**src/rtl/lav_pkg.sv**
```systemverilog
// shared types and constants for the look-at view matrix core
// no dependencies
package lav_pkg;

  localparam int unsigned QUEUE_DEPTH = 2;
  localparam int unsigned ROOT_STEPS  = 32;
  localparam int unsigned DIV_STEPS   = 31;
  localparam int unsigned MUL_STEPS   = 13;
  localparam int unsigned NUM_LANES   = 5;

  localparam logic [1:0] ROW_RIGHT = 2'd0;
  localparam logic [1:0] ROW_UP    = 2'd1;
  localparam logic [1:0] ROW_BACK  = 2'd2;

  typedef struct packed {
    logic signed [31:0] pos_x;
    logic signed [31:0] pos_y;
    logic signed [31:0] pos_z;
    logic signed [31:0] look_x;
    logic signed [31:0] look_y;
    logic signed [31:0] look_z;
  } cmd_t;

  typedef struct packed {
    logic [1:0]         row_index;
    logic signed [31:0] axis_x;
    logic signed [31:0] axis_y;
    logic signed [31:0] axis_z;
    logic signed [31:0] offset;
    logic               last_row;
    logic               degenerate;
  } res_t;

  typedef struct packed {
    cmd_t cmd;
    logic degen;
  } entry_t;

endpackage

```
**src/rtl/lav_front.sv**
```systemverilog
// front end: takes commands, flags degenerate directions, queues them
// depends on lav_pkg
module lav_front #(
  parameter int unsigned Depth = lav_pkg::QUEUE_DEPTH
) (
  input  logic            clk_i,
  input  logic            rst_ni,
  input  logic            start_i,
  input  lav_pkg::cmd_t   cmd_i,
  output logic            busy_o,
  output logic            ent_valid_o,
  output lav_pkg::entry_t ent_o,
  input  logic            pop_i
);
  import lav_pkg::*;

  localparam int unsigned PtrW = $clog2(Depth);
  localparam int unsigned CntW = $clog2(Depth + 1);

  entry_t            mem_q [Depth];
  logic [PtrW-1:0]   wr_ptr_q, rd_ptr_q;
  logic [CntW-1:0]   cnt_q;
  logic              push, pop;
  entry_t            ent_in;

  assign busy_o      = (cnt_q == CntW'(Depth));
  assign push        = start_i && !busy_o;
  assign ent_valid_o = (cnt_q != '0);
  assign pop         = pop_i && ent_valid_o;
  assign ent_o       = mem_q[rd_ptr_q];

  always_comb begin
    ent_in.cmd   = cmd_i;
    // zero x and z: direction is null or along up
    ent_in.degen = (cmd_i.look_x == '0) && (cmd_i.look_z == '0);
  end

  always_ff @(posedge clk_i or negedge rst_ni) begin
    if (!rst_ni) begin
      wr_ptr_q <= '0;
      rd_ptr_q <= '0;
      cnt_q    <= '0;
    end else begin
      if (push) begin
        wr_ptr_q <= (wr_ptr_q == PtrW'(Depth - 1)) ? '0 : wr_ptr_q + 1'b1;
      end
      if (pop) begin
        rd_ptr_q <= (rd_ptr_q == PtrW'(Depth - 1)) ? '0 : rd_ptr_q + 1'b1;
      end
      if (push && !pop) begin
        cnt_q <= cnt_q + 1'b1;
      end else if (pop && !push) begin
        cnt_q <= cnt_q - 1'b1;
      end
    end
  end

  always_ff @(posedge clk_i) begin
    if (push) begin
      mem_q[wr_ptr_q] <= ent_in;
    end
  end

endmodule

```
**config.mk**
```make
export PLATFORM = sky130hd
export DESIGN_NAME = lav_front
export DESIGN_NICKNAME = d
export VERILOG_FILES = /design/src/rtl/lav_pkg.sv /design/src/rtl/lav_front.sv
export SDC_FILE = /design/constraint.sdc
export NUM_CORES = 1
export LEC_CHECK = 0
export BUFFER_PORTS_ARGS = -buffer_cell sky130_fd_sc_hd__clkbuf_2
export CORE_ASPECT_RATIO = 0.6
export CORE_MARGIN = 1.5
export CORE_UTILIZATION = 32
export DETAILED_ROUTE_END_ITERATION = 10
export PLACE_DENSITY = 0.53
export SKIP_LAST_GASP = 1
export SYNTH_ARGS = -nofsm -noshare
export SYNTH_HDL_FRONTEND = slang
export SYNTH_SLANG_ARGS = --single-unit
```
**constraint.sdc**
```tcl
create_clock -name clk_i -period 28 [get_ports clk_i]
set_input_delay 4.2 -clock clk_i [delete_from_list [all_inputs] [get_ports clk_i]]
set_output_delay 4.2 -clock clk_i [all_outputs]
set_load 0.01 [all_outputs]
```
# After elaboration in Yosys (flattened, before gate mapping)

Memories as Yosys holds them, arrays and structs flattened.
Cells that the tools add are included.

Add/sub/neg operators: 4
Eq/ne operators: 1
Mux-type cells: 6
Reductions and logical operators: 12

Operators with widths:

| cell                                              | number |
|---|---|
| logical NOT 32 bit                                | 2 |
| logical AND 1 bit                                 | 5 |
| two-way mux 1 bit                                 | 4 |
| two-way mux 2 bit                                 | 2 |
| nonzero test 2 bit                                | 2 |
| logical NOT 1 bit                                 | 3 |
| adder 1 bit (second input constant)               | 2 |
| adder 2 x 1 -> 2 bit (second input constant)      | 1 |
| == test 2 bit (second input constant)             | 1 |
| subtractor 2 x 1 -> 2 bit (second input constant) | 1 |

Register bits: 4
RAM bits: 386
Input bits: 196
Memories kept: 1

Memories:

| memory | words | width | rd ports | clocked after memory_dff | wr ports | RTL line        | text |
|---|---|---|---|---|---|---|---|
| mem_q  | 2     | 193   | 1        | 0                        | 1        | lav_front.sv:20 | `entry_t mem_q [Depth];` |

# Longest topological paths before layout

Gate-level depths: netlist of the first run.

Depth after elaboration: 7
Depth in mapped cells: 7
Depth with buffers taken out: 7

# Least setup slack after synthesis of the first run

OpenSTA, ideal clock, no wires.

Kind: input to register
From: input start_i
To: memory mem_q[0][0] (netlist bit) (enable)
Library setup time: 749 ps
Arrival: 12,291 ps
Data required time: 27,251 ps
Path slack: 14,960 ps
Stages on the path: 2
Path buffers: 0
Cells stage by stage: nand2_1 -> nor2_1

Longest elaborated chain between the ends: 3

Ends and longest elaborated chain:

| item                                    | RTL line        | text |
|---|---|---|
| start: declaration                      | lav_front.sv:8  | `input logic start_i,` |
| logical AND 1 bit                       | lav_front.sv:27 | `assign push = start_i && !busy_o;` |
| two-way mux 1 bit                       | lav_front.sv:59 | `if (push) begin` |
| two-way mux 1 bit (implied by the code) | lav_front.sv:60 | `mem_q[wr_ptr_q] <= ent_in;` |
| end: declaration                        | lav_front.sv:20 |  |

No other way between the ends.

==> results.yml, run 1 <==
placed_design:
  detailed_place_hpwl_um: 22600
  place_congestion: 0.769
  io_buffer_count: 390
  post_dp_cell_area_um2: 17500
drt:
  drtPass1Iterations: 4
  post-route-drc-count: 0
  ant_nets: 0
  wl_um: 32800
  drtIter0Drc: 511
  dr_wl_met2_um: 14400
  dr_wl_met3_um: 2600
  vias: 7432
  top_layer_used: "met4"
  wl_met1_um: 15200
  via_per_inst: 4.33
  wire_per_inst_um: 19.1
timing:
  tns_ns: 0
  drv_slew: 0
  fmax_ghz: 0.128
  post-route-period-util: 0.280
  setup_viol: 0
  finalClockSkew_ns: 0.0168
  period_minus_slack_ns: 7.83
  hold_violations: 0
  hold_slack_ns: 0.510
  tightest_slew_ns: 1.12
  rsz0062_at_grt: "no"
  slew_headroom: 0.251
clocking:
  numCtsBuffers: 38
  clk_path_buf_depth: 3
  clock_sinks: 390
  ctsHoldBuffers: 0
  insertion_delay_ns: 0.53
  cts-resized-gates: 0
  post_cts_buffers: 0
  cts_root_buf: "clkbuf_16"
  cts_tree: "done"
  cts-htree-levels: 2
  cts.reportedPaths.clkPinSlew_ns: 0.06
synthesis:
  synth-seq-cells: 390
  synth_warnings: 0
  synthTopCellsByArea: "edfxtp_1, mux2_4, mux2_2, buf_6, nor4_1"
  ys_types: 18
  syn_nets: 838
  synth_top_area_share: 0.777
  synth_cells: 641
  syn_area_um2: 14900
  synth_top_cell_by_area: "edfxtp_1"
  seq_area_frac_synth: 0.783
  synth_area_per_cell_um2: 23.3
critical_path:
  cp-start-kind: "flip-flop"
  end_kind: "primary output"
  crit_slowest_cell: "dfrtp_4"
  worstPathCellList: "buf_4 -> buf_4 -> mux2_4 -> clkbuf_2"
  critPathMaxStageDelay_ns: 0.83
  cp.arrival_ns: 3.63
  crit_top_cell: "buf_4"
  path_max_fanout: 53
  path_buf_inv: 3
  path_class: "flip-flop to primary output"
  critical_path_required_ns: 23.80
  cp_top_family: "buffers and inverters"
floorplan:
  die_h_um: 170
  dieArea_um2: 48000
  die_w_um: 282
  rows: 61
  core_um2: 46200
  ios: 391
  start_util: 0.323
cells_and_area:
  antennaDiodeCount: 0
  syn_to_final_growth_pct: 25.3
  nets: 1254
  final_area_um2: 18700
  num-fill-cells: 4252
  drive_above_1_share: 0.593
  multi_input_area_um2: 3010
  seqCellArea_um2: 11700
outcome:
  status: "finished, final reports clean"
power_and_ir_drop:
  leakage_nw: 7.38
  powerDensity_nw_per_um2: 105
  power_mw: 1.96
  ir_drop_uv: 79.1
global_route:
  grt_pass1_wl_um: 46600
  antenna_found_initial: 0
  grt_pass1_vias: 7414
  grt_max_degree: 68
  overflow: 0
  track_usage: 0.130
job:
  maxCapViolCount: 0
min_path:
  hold_path.class: "flip-flop to flip-flop"
## cells by family (layout without fill, tap and decap cells)
| logic type | count (synthesis) | in the layout | synth area share |
|---|---|---|---|
| adders and majority gates | 1 | 1 | 0.000838 |
| muxes | 193 | 193 | 0.186 |
| xor gates and xnor gates | 5 | 5 | 0.00293 |
| and+or+nand+nor | 28 | 28 | 0.0111 |
| DFF | 390 | 390 | 0.783 |
| buffers and inverters | 24 | 468 | 0.0161 |
## cells in the mapped netlist
cell type  number
mux2_2         33
xnor2_1         3
dfrtp_1         4
nor2_1          2
inv_1           2
or2_2           1
buf_2           3
nand4_1         4
nor4_1         17
and3_1          1
buf_8           1
xor2_1          2
mux2_4        160
nand2b_1        1
edfxtp_1      386
buf_6          18
nand2_1         2
ha_1            1
## metal layers
layer  track usage  up-vias
met5             0        -
met4        0.0309        0
met3        0.0452       53
met2         0.188      222
met1         0.186     3749
li1              -     3408
## through the flow
step	std cells	setup slack, ns	util
final	1715	20.17	0.405
after global routing	1715	19.99	0.405
after CTS	1715	20.09	0.405
after detailed placement	1647	20.68	0.379
after global placement	1647	20.74	0.379
after floorplan	641	14.96	-
## power breakdown
group / internal (mW) / switching (mW) / leakage [nW]
registers: 0.800 / 0.0446 / 3.63
clock network: 0.284 / 0.207 / 0.581
logic: 0.302 / 0.321 / 3.17
## worst paths after layout
kind                       depth (start not counted)  slack, ns      from      endpoint
hold / removal                                     1       0.51  cnt_q[1]      cnt_q[1]
max in group asynchronous                          1      24.38    rst_ni      rd_ptr_q
min in group asynchronous                          1       3.47    rst_ni      cnt_q[0]
setup / recovery                                   4      20.17  rd_ptr_q    ent_o[155]
setup reg to reg                                   5      24.65  cnt_q[0]  mem_q[0][41]
hold reg to reg                                    1       0.51  cnt_q[1]      cnt_q[1]
## worst reg2reg max path: cells and delay by family (launching register included)
family	cells	cell delay, ns
simple gates	3	1.16
flops	1	0.40
buf+inv	2	1.34
## sequential cells by signal (all words and copies together) (netlist names)
| name | count |
|---|---|
| mem_q | 386 |
| cnt_q | 2 |
| rd_ptr_q | 1 |
| wr_ptr_q | 1 |
## final cells by class
class	instances	share of cell area
clock buffer	49	0.0565
multi-input combinational	227	0.161
timing repair buffer	398	0.108
inverter	2	0.000402
clock inverter	19	0.00696
tap	630	0.0422
sequential	390	0.626
## layout by cell type (no fill, tap or decap), types with 3 or more instances in the layout
cell	count
clkbuf_2	390
edfxtp_1	386
mux2_4	160
clkbuf_16	41
mux2_2	33
nor4_1	17
clkinv_1	12
clkbuf_1	8
buf_4	8
clkinv_2	5
nand4_1	4
xnor2_1	3
dfrtp_1	3
Power figures use the tool's default switching activity.
==> run 2: changes to the inputs <==
- ABC_AREA: not set -> 1
- clock period: 28 -> 7.72 ns (I/O delays scaled with it)
==> results.yml, run 2 <==
drt:
  ant_nets: 0
  wl_um: 34700
  post-route-drc-count: 0
  vias: 9073
  drtPass1Iterations: 5
  via_per_inst: 4.27
  drtIter0Drc: 596
  wire_per_inst_um: 16.3
floorplan:
  ios: 391
  start_util: 0.325
  core_um2: 44800
  die_h_um: 168
  dieArea_um2: 46800
  rows: 60
  die_w_um: 278
power_and_ir_drop:
  leakage_nw: 7.90
  powerDensity_nw_per_um2: 389
  ir_drop_uv: 158
cells_and_area:
  num-fill-cells: 4277
  seqCellArea_um2: 11700
  multi_input_area_um2: 2490
  syn_to_final_growth_pct: 26.1
  drive_above_1_share: 0.300
  antennaDiodeCount: 0
  layout_commonest_cell: "nand2_1"
  largest_reg_flops: 386
  mostFrequentLayoutCells: "nand2_1, clkbuf_2, edfxtp_1, clkbuf_16, nor2_1"
  top_register: "mem_q"
  nets: 1701
  top_regs: "mem_q x386, cnt_q x2"
timing:
  rsz0062_at_grt: "no"
  hold_slack_ns: 0.425
  tightest_slew_ns: 1.07
  hold_violations: 0
  setup_viol: 0
  drv_slew: 0
  fmax_ghz: 0.215
  finalClockSkew_ns: 0.00758
  period_minus_slack_ns: 4.64
  post-route-period-util: 0.601
  tns_ns: 0
  slew_headroom: 0.284
global_route:
  busiest_layer: "met2"
  grt_pass1_vias: 8829
  gr-usage-met3: 0.0411
  overflow: 0
  antenna_found_initial: 0
  use_met2: 0.233
  grt_pass1_wl_um: 51900
  grt_max_degree: 135
  track_usage: 0.144
  grt_util_met1: 0.191
synthesis:
  syn_nets: 1303
  synth_top_area_share: 0.796
  synthFlopType: "edfxtp_1"
  synth_cells: 1106
  yosys-top-cells-count: "nand2_1, edfxtp_1, nor2_1, inv_1, buf_2"
  ys_types: 17
  synth_edf_count: 386
  syn_area_um2: 14600
  async_reset_ff_frac: 0.0103
  synth_area_per_cell_um2: 13.2
  synth_warnings: 0
  synth-seq-cells: 390
  yosysMostFrequentCell: "nand2_1"
  seq_area_frac_synth: 0.803
  synthTopCellsByArea: "edfxtp_1, nand2_1, nor2_1, buf_4, buf_2"
  synth_top_cell_by_area: "edfxtp_1"
clocking:
  cts-resized-gates: 0
  cts_tree: "done"
  clock_sinks: 390
  clk_path_buf_depth: 3
  cts_root_buf: "clkbuf_16"
  post_cts_buffers: 0
  ctsHoldBuffers: 0
  numCtsBuffers: 40
  insertion_delay_ns: 0.53
  cts.reportedPaths.clkPinSlew_ns: 0.06
  cts-htree-levels: 2
placed_design:
  io_buffer_count: 390
  detailed_place_hpwl_um: 21900
  place_congestion: 0.777
outcome:
  status: "finished, final reports clean"
critical_path:
  path_class: "flip-flop to primary output"
  path_max_fanout: 79
  critical_path_required_ns: 6.56
  end_kind: "primary output"
  cp-start-kind: "flip-flop"
  cp.arrival_ns: 3.49
min_path:
  hold_path.class: "primary input to async pin"
job:
  maxCapViolCount: 0
[run 2: metrics by stage]
| stage | setup WS (ns) | power (mW) | std cells | area (um^2) | utilization |
|---|---|---|---|---|---|
| final | 3.08 | 7.15 | 2123 | 18400 | 0.410 |
| after global routing | 2.75 | 7.60 | 2123 | 18400 | 0.410 |
| after CTS | 3.01 | 7.28 | 2123 | 18400 | 0.410 |
| after detailed placement | 3.60 | 5.33 | 2051 | 17100 | 0.381 |
| after global placement | 3.60 | 5.32 | 2051 | 17100 | 0.381 |
| after floorplan | 0.886 | 4.44 | 1106 | 14600 | - |
[run 2: critical path, cell delays in order (launching register included)]
cell and delay (ns):
dfrtp_4 0.77, buf_4 0.76, buf_4 0.79, nand2_1 0.15
nand2_1 0.14, clkbuf_2 0.14
[run 2: final timing paths]
path / start / to / slack, ns / cells after the start
setup / recovery: rd_ptr_q / ent_o[79] / 3.08 / 5
hold / removal: rst_ni / wr_ptr_q / 0.43 / 1
setup reg to reg: cnt_q[1] / mem_q[1][97] / 4.85 / 4
hold reg to reg: cnt_q[0] / cnt_q[0] / 0.52 / 1
max in group asynchronous: rst_ni / rd_ptr_q / 7.15 / 1
min in group clk_i: cnt_q[0] / cnt_q[0] / 0.52 / 1
[run 2: final cells by class]
cell class,count,area share
Sequential cell,390,0.637
Multi-Input combinational cell,648,0.136
Timing Repair Buffer,399,0.111
Clock buffer,47,0.0583
Tap cell,589,0.0401
Clock inverter,25,0.0127
Inverter,25,0.00538
[run 2: cell families after synthesis]
logic type | Yosys count | synth area share
flip-flops | 390 | 0.803
XOR/XNOR | 3 | 0.00180
AO/OA/AOI/OAI | 3 | 0.00103
AND/OR/NAND/NOR | 641 | 0.166
buffers and inverters | 68 | 0.0270
adder cells (fa/ha/maj) | 1 | 0.000859
[run 2: per-layer routing]
metal,up-vias,wire length [um],share of wire
li1,4503,-,-
met1,4298,15300,0.44
met2,224,16500,0.48
met3,48,2230,0.064
met4,0,593,0.017
met5,-,0,0
[run 2: power breakdown]
group          switching (mW)  internal (mW)
combinational            1.53          0.666
sequential              0.135           2.89
clock                   0.798           1.13
